**src/hw/rtl/pom_pkg.sv**
```systemverilog
// shared constants and codes for the polyphonic oscillator mixer
package pom_pkg;

  localparam int VOICE_COUNT     = 16;
  localparam int SINE_INDEX_BITS = 10;

  localparam int VIDX_W = $clog2(VOICE_COUNT);
  localparam int CNT_W  = $clog2(VOICE_COUNT + 1);
  // per-voice product is below 2^31 in magnitude
  localparam int SUM_W  = 32 + CNT_W;
  // divisor is active count times 2^29
  localparam int DEN_W  = CNT_W + 29;
  localparam int QUO_W  = 11;
  localparam int QIDX_W = $clog2(QUO_W);
  localparam int REM_W  = DEN_W + QUO_W;

  localparam int OPND_W = 18;
  localparam int PROD_W = 2 * OPND_W;

  localparam logic [1:0] CMD_TICK  = 2'd0;
  localparam logic [1:0] CMD_START = 2'd1;
  localparam logic [1:0] CMD_STOP  = 2'd2;

  localparam logic [2:0] WAVE_SINE   = 3'd0;
  localparam logic [2:0] WAVE_SQUARE = 3'd1;
  localparam logic [2:0] WAVE_TRI    = 3'd2;
  localparam logic [2:0] WAVE_SAW    = 3'd3;

  localparam logic [11:0] DAC_MID = 12'd2048;
  localparam logic [11:0] DAC_TOP = 12'd4095;
  localparam logic [11:0] DAC_BOT = 12'd1;

  // sine polynomial coefficients, q14
  localparam int SIN_C1 = 1160;
  localparam int SIN_C2 = 10512;
  localparam int SIN_C3 = 25736;

endpackage

```
**src/hw/rtl/polyphonic_oscillator_mixer_unit.sv**
```systemverilog
// polyphonic oscillator mixer: voice bank, serial mixer and output divider
//
// Sixteen DDS voices (sine, square, triangle, saw) mixed into a 12-bit DAC code.
// One word is worked on at a time; in_stall is high from the accept until the
// result is loaded into the output register. A start or stop word goes straight
// to the hand-over. A tick word walks the voices through one shared 18x18
// multiplier: an idle voice is only scanned; an active triangle, saw or silent
// voice passes scan, gain and accumulate; an active sine or square voice also
// passes square, three polynomial terms and sign (four polynomial products
// plus the gain product). Then come the clamp, the bit-per-cycle divider for
// the 11-bit quotient, the rounding and the hand-over of the result. An empty
// bank or a clamped mix skips the divider and the rounding. The hand-over
// waits while out_stall holds the previous result. A result waiting on
// out_stall does not block the next word from being accepted.
module polyphonic_oscillator_mixer_unit (
  input  logic        clk,
  input  logic        rst,
  input  logic        in_valid,
  output logic        in_stall,
  input  logic [1:0]  cmd,
  input  logic [31:0] tune_word,
  input  logic [15:0] gain,
  input  logic [2:0]  wave_kind,
  input  logic [3:0]  voice_number,
  output logic        out_valid,
  input  logic        out_stall,
  output logic [11:0] dac_value,
  output logic [3:0]  voice_given,
  output logic        status,
  output logic [4:0]  voices_on
);

  typedef enum logic [3:0] {
    S_IDLE, S_SCAN, S_SQ, S_T1, S_T2, S_T3, S_SGN, S_GAIN, S_ACC,
    S_CLAMP, S_DIV, S_ROUND, S_FINISH
  } state_t;

  state_t state;

  // voice bank
  logic [pom_pkg::VOICE_COUNT-1:0] voice_on;
  logic [31:0] voice_phase [pom_pkg::VOICE_COUNT];
  logic [31:0] voice_step  [pom_pkg::VOICE_COUNT];
  logic [15:0] voice_gain  [pom_pkg::VOICE_COUNT];
  logic [2:0]  voice_wave  [pom_pkg::VOICE_COUNT];

  logic [pom_pkg::CNT_W-1:0]  cnt;
  logic [pom_pkg::VIDX_W-1:0] idx;

  // working registers of the walk
  logic [2:0]                            kind;
  logic [1:0]                            quad;
  logic [14:0]                           u;
  logic [14:0]                           u2;
  logic signed [15:0]                    wave;
  logic [15:0]                           vgain;
  logic signed [pom_pkg::PROD_W-1:0]     prod;
  logic signed [pom_pkg::SUM_W-1:0]      sum;

  // divider
  logic                                  neg;
  logic [pom_pkg::REM_W-1:0]             rem;
  logic [pom_pkg::REM_W-1:0]             dsr;
  logic [pom_pkg::QUO_W-1:0]             quo;
  logic [pom_pkg::QIDX_W-1:0]            qbit;

  // result waiting for the output register
  logic [11:0]                res_dac;
  logic [pom_pkg::VIDX_W-1:0] res_given;
  logic                       res_status;

  // combinational helpers
  logic                       free_found;
  logic [pom_pkg::VIDX_W-1:0] free_idx;
  logic                       in_take;
  logic                       last_voice;
  logic [31:0]                cur_phase;
  logic [15:0]                pos;
  logic [13:0]                frac;
  logic [14:0]                u_next;
  logic [15:0]                p16;
  logic signed [15:0]         wave_direct;
  logic [15:0]                prod_q;
  logic signed [pom_pkg::OPND_W-1:0] mul_a;
  logic signed [pom_pkg::OPND_W-1:0] mul_b;
  logic signed [pom_pkg::PROD_W-1:0] mul_p;
  logic [pom_pkg::DEN_W-1:0]  den;
  logic signed [pom_pkg::SUM_W-1:0] den_s;
  logic [pom_pkg::SUM_W-1:0]  sum_abs;
  logic [pom_pkg::DEN_W-1:0]  abs_d;
  logic signed [12:0]         qs;
  logic [12:0]                dac_full;

  assign in_stall = (state != S_IDLE);
  assign in_take  = in_valid && !in_stall;

  // lowest inactive voice
  always_comb begin
    free_found = 1'b0;
    free_idx   = '0;
    for (int i = pom_pkg::VOICE_COUNT - 1; i >= 0; i--) begin
      if (!voice_on[i]) begin
        free_found = 1'b1;
        free_idx   = pom_pkg::VIDX_W'(i);
      end
    end
  end

  assign last_voice = (idx == pom_pkg::VIDX_W'(pom_pkg::VOICE_COUNT - 1));

  // waveform front end from the current voice's phase
  assign cur_phase = voice_phase[idx];
  assign pos  = {cur_phase[31 -: pom_pkg::SINE_INDEX_BITS],
                 {(16 - pom_pkg::SINE_INDEX_BITS){1'b0}}};
  assign frac = pos[13:0];
  assign u_next = pos[14] ? (15'd16384 - {1'b0, frac}) : {1'b0, frac};
  assign p16  = cur_phase[31:16];

  always_comb begin
    unique case (voice_wave[idx])
      pom_pkg::WAVE_TRI: begin
        if (!p16[15]) wave_direct = $signed(p16 - 16'd16384);
        else          wave_direct = $signed(16'd49152 - p16);
      end
      pom_pkg::WAVE_SAW: wave_direct = $signed({1'b0, p16[15:1]} - 16'd16384);
      default:           wave_direct = '0;
    endcase
  end

  // shared multiplier
  assign prod_q = prod[14 +: 16];

  always_comb begin
    unique case (state)
      S_SQ: begin
        mul_a = $signed({3'b0, u});
        mul_b = $signed({3'b0, u});
      end
      S_T1: begin
        mul_a = $signed({2'b0, prod_q});
        mul_b = pom_pkg::OPND_W'(pom_pkg::SIN_C1);
      end
      S_T2: begin
        mul_a = $signed({3'b0, u2});
        mul_b = $signed(pom_pkg::OPND_W'(pom_pkg::SIN_C2) - {2'b0, prod_q});
      end
      S_T3: begin
        mul_a = $signed({3'b0, u});
        mul_b = $signed(pom_pkg::OPND_W'(pom_pkg::SIN_C3) - {2'b0, prod_q});
      end
      S_GAIN: begin
        mul_a = pom_pkg::OPND_W'(wave);
        mul_b = $signed({2'b0, vgain});
      end
      default: begin
        mul_a = '0;
        mul_b = '0;
      end
    endcase
  end

  assign mul_p = mul_a * mul_b;

  // clamp and divider front end
  assign den     = pom_pkg::DEN_W'(cnt) << 29;
  assign den_s   = $signed(pom_pkg::SUM_W'(den));
  assign sum_abs = sum[pom_pkg::SUM_W-1] ? pom_pkg::SUM_W'(-sum) : pom_pkg::SUM_W'(sum);
  assign abs_d   = sum_abs[pom_pkg::DEN_W-1:0];

  // floor of the signed quotient
  always_comb begin
    if (neg) qs = -$signed({2'b0, quo}) - $signed({12'd0, (rem != '0)});
    else     qs = $signed({2'b0, quo});
    dac_full = 13'(pom_pkg::DAC_MID) + 13'(qs);
  end

  // voice bank payload
  always_ff @(posedge clk) begin
    if (in_take && cmd == pom_pkg::CMD_START && free_found) begin
      voice_phase[free_idx] <= '0;
      voice_step[free_idx]  <= tune_word;
      voice_gain[free_idx]  <= gain;
      voice_wave[free_idx]  <= wave_kind;
    end else if (state == S_SCAN && voice_on[idx]) begin
      voice_phase[idx] <= cur_phase + voice_step[idx];
    end
  end

  always_ff @(posedge clk) begin
    if (rst) begin
      state     <= S_IDLE;
      voice_on  <= '0;
      cnt       <= '0;
      out_valid <= 1'b0;
    end else begin
      if (out_valid && !out_stall && state != S_FINISH) out_valid <= 1'b0;

      unique case (state)
        S_IDLE: begin
          if (in_take) begin
            res_dac    <= pom_pkg::DAC_MID;
            res_given  <= '0;
            res_status <= 1'b0;
            unique case (cmd)
              pom_pkg::CMD_TICK: begin
                sum   <= '0;
                idx   <= '0;
                state <= S_SCAN;
              end
              pom_pkg::CMD_START: begin
                if (free_found) begin
                  voice_on[free_idx] <= 1'b1;
                  cnt                <= cnt + 1'b1;
                  res_given          <= free_idx;
                end else begin
                  res_status <= 1'b1;
                end
                state <= S_FINISH;
              end
              pom_pkg::CMD_STOP: begin
                if (32'(voice_number) < pom_pkg::VOICE_COUNT && voice_on[voice_number]) begin
                  voice_on[voice_number] <= 1'b0;
                  cnt                    <= cnt - 1'b1;
                end
                state <= S_FINISH;
              end
              default: state <= S_FINISH;
            endcase
          end
        end

        S_SCAN: begin
          if (voice_on[idx]) begin
            kind  <= voice_wave[idx];
            vgain <= voice_gain[idx];
            quad  <= pos[15:14];
            u     <= u_next;
            wave  <= wave_direct;
            if (voice_wave[idx] == pom_pkg::WAVE_SINE ||
                voice_wave[idx] == pom_pkg::WAVE_SQUARE) begin
              state <= S_SQ;
            end else begin
              state <= S_GAIN;
            end
          end else if (last_voice) begin
            state <= S_CLAMP;
          end else begin
            idx <= idx + 1'b1;
          end
        end

        S_SQ: begin
          prod  <= mul_p;
          state <= S_T1;
        end

        S_T1: begin
          u2    <= prod_q[14:0];
          prod  <= mul_p;
          state <= S_T2;
        end

        S_T2: begin
          prod  <= mul_p;
          state <= S_T3;
        end

        S_T3: begin
          prod  <= mul_p;
          state <= S_SGN;
        end

        S_SGN: begin
          if (kind == pom_pkg::WAVE_SINE) begin
            wave <= quad[1] ? -$signed(prod_q) : $signed(prod_q);
          end else if (prod_q != '0 && !quad[1]) begin
            wave <= 16'sd16384;
          end else begin
            wave <= -16'sd16384;
          end
          state <= S_GAIN;
        end

        S_GAIN: begin
          prod  <= mul_p;
          state <= S_ACC;
        end

        S_ACC: begin
          sum <= sum + pom_pkg::SUM_W'(prod);
          if (last_voice) begin
            state <= S_CLAMP;
          end else begin
            idx   <= idx + 1'b1;
            state <= S_SCAN;
          end
        end

        S_CLAMP: begin
          priority if (cnt == '0) begin
            state <= S_FINISH;
          end else if (sum >= den_s) begin
            res_dac <= pom_pkg::DAC_TOP;
            state   <= S_FINISH;
          end else if (sum <= -den_s) begin
            res_dac <= pom_pkg::DAC_BOT;
            state   <= S_FINISH;
          end else begin
            // |sum| * 2047 as a shift and subtract
            neg   <= sum[pom_pkg::SUM_W-1];
            rem   <= (pom_pkg::REM_W'(abs_d) << 11) - pom_pkg::REM_W'(abs_d);
            dsr   <= pom_pkg::REM_W'(den) << (pom_pkg::QUO_W - 1);
            quo   <= '0;
            qbit  <= pom_pkg::QIDX_W'(pom_pkg::QUO_W - 1);
            state <= S_DIV;
          end
        end

        S_DIV: begin
          if (rem >= dsr) begin
            rem       <= rem - dsr;
            quo[qbit] <= 1'b1;
          end
          dsr <= dsr >> 1;
          if (qbit == '0) state <= S_ROUND;
          else            qbit  <= qbit - 1'b1;
        end

        S_ROUND: begin
          res_dac <= dac_full[11:0];
          state   <= S_FINISH;
        end

        S_FINISH: begin
          if (!out_valid || !out_stall) begin
            out_valid   <= 1'b1;
            dac_value   <= res_dac;
            voice_given <= res_given;
            status      <= res_status;
            voices_on   <= cnt;
            state       <= S_IDLE;
          end
        end

        default: state <= S_IDLE;
      endcase
    end
  end

  // active count tracks the voice flags
  assert property (@(posedge clk) disable iff (rst) 32'(cnt) == $countones(voice_on))
    else $error("active count out of step with voice flags");

  // an accepted word blocks the input until its result is handed over
  assert property (@(posedge clk) disable iff (rst) in_valid && !in_stall |=> in_stall)
    else $error("input not held off after accept");

  // a failed start reports a full bank and leaves the code at midscale
  assert property (@(posedge clk) disable iff (rst)
    out_valid && status |->
      voice_given == '0 && dac_value == pom_pkg::DAC_MID &&
      32'(voices_on) == pom_pkg::VOICE_COUNT)
    else $error("no-free status with inconsistent result");

endmodule

```
**config.mk**
```make
export PLATFORM = sky130hd
export DESIGN_NAME = polyphonic_oscillator_mixer_unit
export DESIGN_NICKNAME = d
export VERILOG_FILES = /design/src/hw/rtl/pom_pkg.sv /design/src/hw/rtl/polyphonic_oscillator_mixer_unit.sv
export SDC_FILE = /design/constraint.sdc
export NUM_CORES = 2
export LEC_CHECK = 0
export BUFFER_PORTS_ARGS = -buffer_cell sky130_fd_sc_hd__buf_2
export CAP_MARGIN = 5
export CORE_MARGIN = 3
export CORE_UTILIZATION = 55
export CTS_CLUSTER_DIAMETER = 30
export DETAILED_ROUTE_END_ITERATION = 10
export PLACE_DENSITY = 0.71
export SYNTH_ARGS = -nofsm -noshare
export SYNTH_HDL_FRONTEND = slang
export SYNTH_SLANG_ARGS = --single-unit
```
**constraint.sdc**
```tcl
create_clock -name clk -period 10.2 [get_ports clk]
set_clock_uncertainty 0.15 [all_clocks]
set_input_delay 1.53 -clock clk [delete_from_list [all_inputs] [get_ports clk]]
set_output_delay 1.53 -clock clk [all_outputs]
set_load 0.1 [all_outputs]
```
==> impl_metrics.csv <==
group,metric,value,unit
status,outcome,"finished, final reports clean",
timing,worst_pin_slew,1.17,ns
placed_design,place_area,0.0879,sq mm
cts,cts.sinks,1639,
grt,overflow,0,
grt,grt_antenna_before_repair,22,
die,ioPinCount,85,
die,initial_utilization,55.6,%
routing,drc,0,
timing,hold_viol_final,0,
power_and_ir_drop,powerDensity,272,mW/mm^2
critical_path,start_kind,"register",
timing,period_needed,9.81,ns
routing,wl_per_cell,26.0,um
synthesis,syn_inst,5904,
synthesis,avgSynthCellArea,14.4,sq um
cts,cts_root_buf,"clkbuf_16",
cts,htreeDepth,5,
timing,slew_violations,0,
power_and_ir_drop,cellLeakagePower,36.5,nW
layout,syn_to_final_growth,16.4,%
timing,finalSetupTns,0,ns
synthesis,ys_warn_count,0,
job,maxCapViolations,0,
cts,cts.path.max_buffers,4,
synthesis,synth.yosys.seq_area_share,57.7,%
routing,vias_per_cell,6.19,
die,die-height,399,um
layout,fin_area,0.0988,sq mm
cts,hold_buffers,0,
cts,clk-insertion-delay-late,0.90,ns
critical_path,reg2reg_setup_slack,0.39,ns
grt,grt_pass1_vias,53563,
synthesis,synth_edf_count,1609,
critical_path,end_kind,"register",
layout,seqCellArea,0.0489,sq mm
layout,nFillCells,10628,
timing,finalCritPeriodShare,96.2,%
routing,ant_nets,0,
placed_design,place_hpwl,133,mm
placed_design,placed_cells,7872,
critical_path,crit_type,"reg2reg",
critical_path,crit_top_cell,"fa_1",
cts,cts_tree,"yes",
synthesis,synth_area_leaders,"edfxtp_1, mux4_2, fa_1",
critical_path,cp.required,10.67,ns
routing,first_pass_iters,9,
timing,slew_headroom,21.8,%
synthesis,synth_cell_types,93,
critical_path,worst_path_max_delay_cell,"fa_1",
grt,grt_max_degree,90,
critical_path,cp_max_fo,28,
routing,first_iter_violations,5313,
worst_hold_path,hold_class,"reg2reg",
timing,rsz0062_at_grt,"false",
timing,clock.fmax,102,MHz
timing,finalSetupViolCount,0,
die,die_x,399,um
synthesis,synthDominantCellAreaShare,57.0,%
power_and_ir_drop,fin_total_pwr,26.9,mW
critical_path,max_stage_delay,0.55,ns
synthesis,synth_top_area_cell,"edfxtp_1",
synthesis,synth_ff_type,"edfxtp_1",
power_and_ir_drop,peakVddDrop,223,uV
critical_path,critPathArrivalTime,10.28,ns
synthesis,ys_seq_elements,1639,
grt,grt_pass1_wl,334,mm
cts,clk_pin_slew,0.04,ns
synthesis,syn-cell-area,0.0848,sq mm
grt,grt_usage,28.1,%
routing,routed_wl,220,mm
layout,final_nets,6832,
cts,numCtsBuffers,329,
die,fp.coreArea,0.153,sq mm
layout,drive_above_1_share,18.2,%
placed_design,gp_congestion,0.930,
die,dieArea,0.159,sq mm
layout,fin_cells,8460,
routing,num_vias,52326,
placed_design,port_buffers,84,
layout,multiInputGateArea,0.0331,sq mm
die,fp-row-count,143,
synthesis,ys_async_sr_fraction,0,%
[registers in the layout (all words and copies together), names as in the netlist, 12 cells and up, named ones only]
name and count:
u2 15, prod 36, wave 16, vgain 16, voice_step 512, rem 45
dac_value 12, voice_phase 512, res_dac 12, dsr 44, voice_gain 256, voice_wave 48
voice_on 16, sum 37
[worst paths after layout]
| kind | startpoint | end | depth (start not counted) |
|---|---|---|---|
| setup / recovery | state[3] | prod[33] | 36 |
| hold / removal | res_dac[8] | dac_value[8] | 0 |
| setup reg to reg | state[3] | prod[33] | 36 |
| hold reg to reg | res_dac[8] | dac_value[8] | 0 |
[through the flow]
stage | util (%) | hold WS, ns | setup WS [ns]
final | 64.7 | 0.266 | 0.389
after global routing | 64.7 | 0.273 | 0.00842
after CTS | 64.7 | 0.268 | 0.0455
after detailed placement | 57.6 | 0.258 | 0.0644
after global placement | 57.6 | 0.257 | 0.305
after floorplan | - | 0.250 | 1.04
[metal layers]
layer / share of wire [%] / GRT usage (%) / routed length (um) / vias to the layer above
li1: - / - / - / 22572
met1: 39 / 37.9 / 85800 / 26599
met2: 48 / 45.0 / 107000 / 2571
met3: 8.6 / 5.89 / 19000 / 566
met4: 4.0 / 11.4 / 8700 / 18
met5: 0.062 / 0 / 136 / -
[cells by family after synthesis]
kind of cell	count (synthesis)	synth area share, %
AO/OA/AOI/OAI	900	6.69
XOR/XNOR	255	2.64
adder cells (fa/ha/maj)	596	11.6
buffers and inverters	794	3.60
flip-flops	1639	57.7
multiplexers	465	11.0
other	2	0.00885
AND/OR/NAND/NOR	1253	6.74
[timing repair]
item,4_1_cts,5_1_grt
setup buffers,0,2
gates resized for setup,0,7
setup endpoints to repair,0,4
[Yosys cell counts, types with 10 or more instances]
library cell	n
a211oi_1	27
a21boi_0	10
a21o_1	88
a21oi_1	251
a221oi_1	22
a22oi_1	29
a31oi_1	32
and2_1	25
and3_1	25
and4_1	15
buf_1	34
buf_2	24
clkbuf_1	179
dfxtp_1	30
edfxtp_1	1609
fa_1	323
ha_1	273
inv_1	546
mux2i_1	83
mux4_2	374
nand2_1	413
nand2b_1	48
nand3_1	47
nand4_1	45
nor2_1	449
nor2b_1	41
nor3_1	44
nor3b_1	10
nor4_1	23
o211ai_1	13
o21a_1	37
o21ai_0	195
o21ai_1	34
o21bai_1	26
o22ai_1	22
o31a_1	12
o31ai_1	26
or2_2	14
or3_1	19
xnor2_1	165
xor2_1	89
[area by class of cell]
type	instances	area share, %
sequential	1639	49.5
multi-input combinational	3472	33.5
clock buffer	364	8.61
tap	2030	2.57
clock inverter	213	2.38
inverter	548	2.10
timing repair buffer	185	1.24
antenna	9	0.0228
[power breakdown]
group	leakage [nW]	internal (mW)	total (mW)	switching, mW
clock	5.24	7.04	10.5	3.46
sequential	14.9	7.82	8.07	0.251
combinational	16.4	3.33	8.30	4.96
total	36.5	18.2	26.9	8.67
[worst max-delay path, delay by kind of cell, from the launching register on]
kind,cells,cell delay [ns]
buffers and inverters,5,0.76
xor gates and xnor gates,1,0.10
adders and majority gates,8,3.91
DFF,1,0.32
AOI/OAI and AO/OA,14,3.08
and+or+nand+nor,8,1.24
[placed cells by master (no fill, tap or decap), types with 24 or more instances in the layout]
| cell | netlist | layout |
|---|---|---|
| edfxtp_1 | 1609 | 1609 |
| nor3_1 | 44 | 42 |
| dfxtp_1 | 30 | 26 |
| xor2_1 | 89 | 89 |
| nand3_1 | 47 | 47 |
| o21bai_1 | 26 | 26 |
| a211oi_1 | 27 | 26 |
| buf_2 | 24 | 84 |
| clkinvlp_4 | 0 | 33 |
| fa_1 | 323 | 323 |
| o21ai_1 | 34 | 35 |
| inv_6 | 0 | 27 |
| clkbuf_1 | 179 | 27 |
| o21ai_0 | 195 | 194 |
| buf_4 | 6 | 97 |
| and2_1 | 25 | 24 |
| ha_1 | 273 | 273 |
| nand4_1 | 45 | 45 |
| clkbuf_16 | 0 | 334 |
| a21o_1 | 88 | 87 |
| nor2_4 | 0 | 24 |
| nor2b_1 | 41 | 40 |
| o31ai_1 | 26 | 26 |
| mux2i_1 | 83 | 83 |
| nand2b_1 | 48 | 48 |
| and3_1 | 25 | 25 |
| o21a_1 | 37 | 37 |
| inv_1 | 546 | 538 |
| clkinv_1 | 0 | 43 |
| a31oi_1 | 32 | 31 |
| mux4_2 | 374 | 374 |
| a22oi_1 | 29 | 29 |
| xnor2_1 | 165 | 165 |
| bufinv_16 | 0 | 42 |
| nand2_1 | 413 | 411 |
| clkinv_2 | 0 | 52 |
| a21oi_1 | 251 | 251 |
| nor2_1 | 449 | 423 |
(Power assumes the default switching activity.)
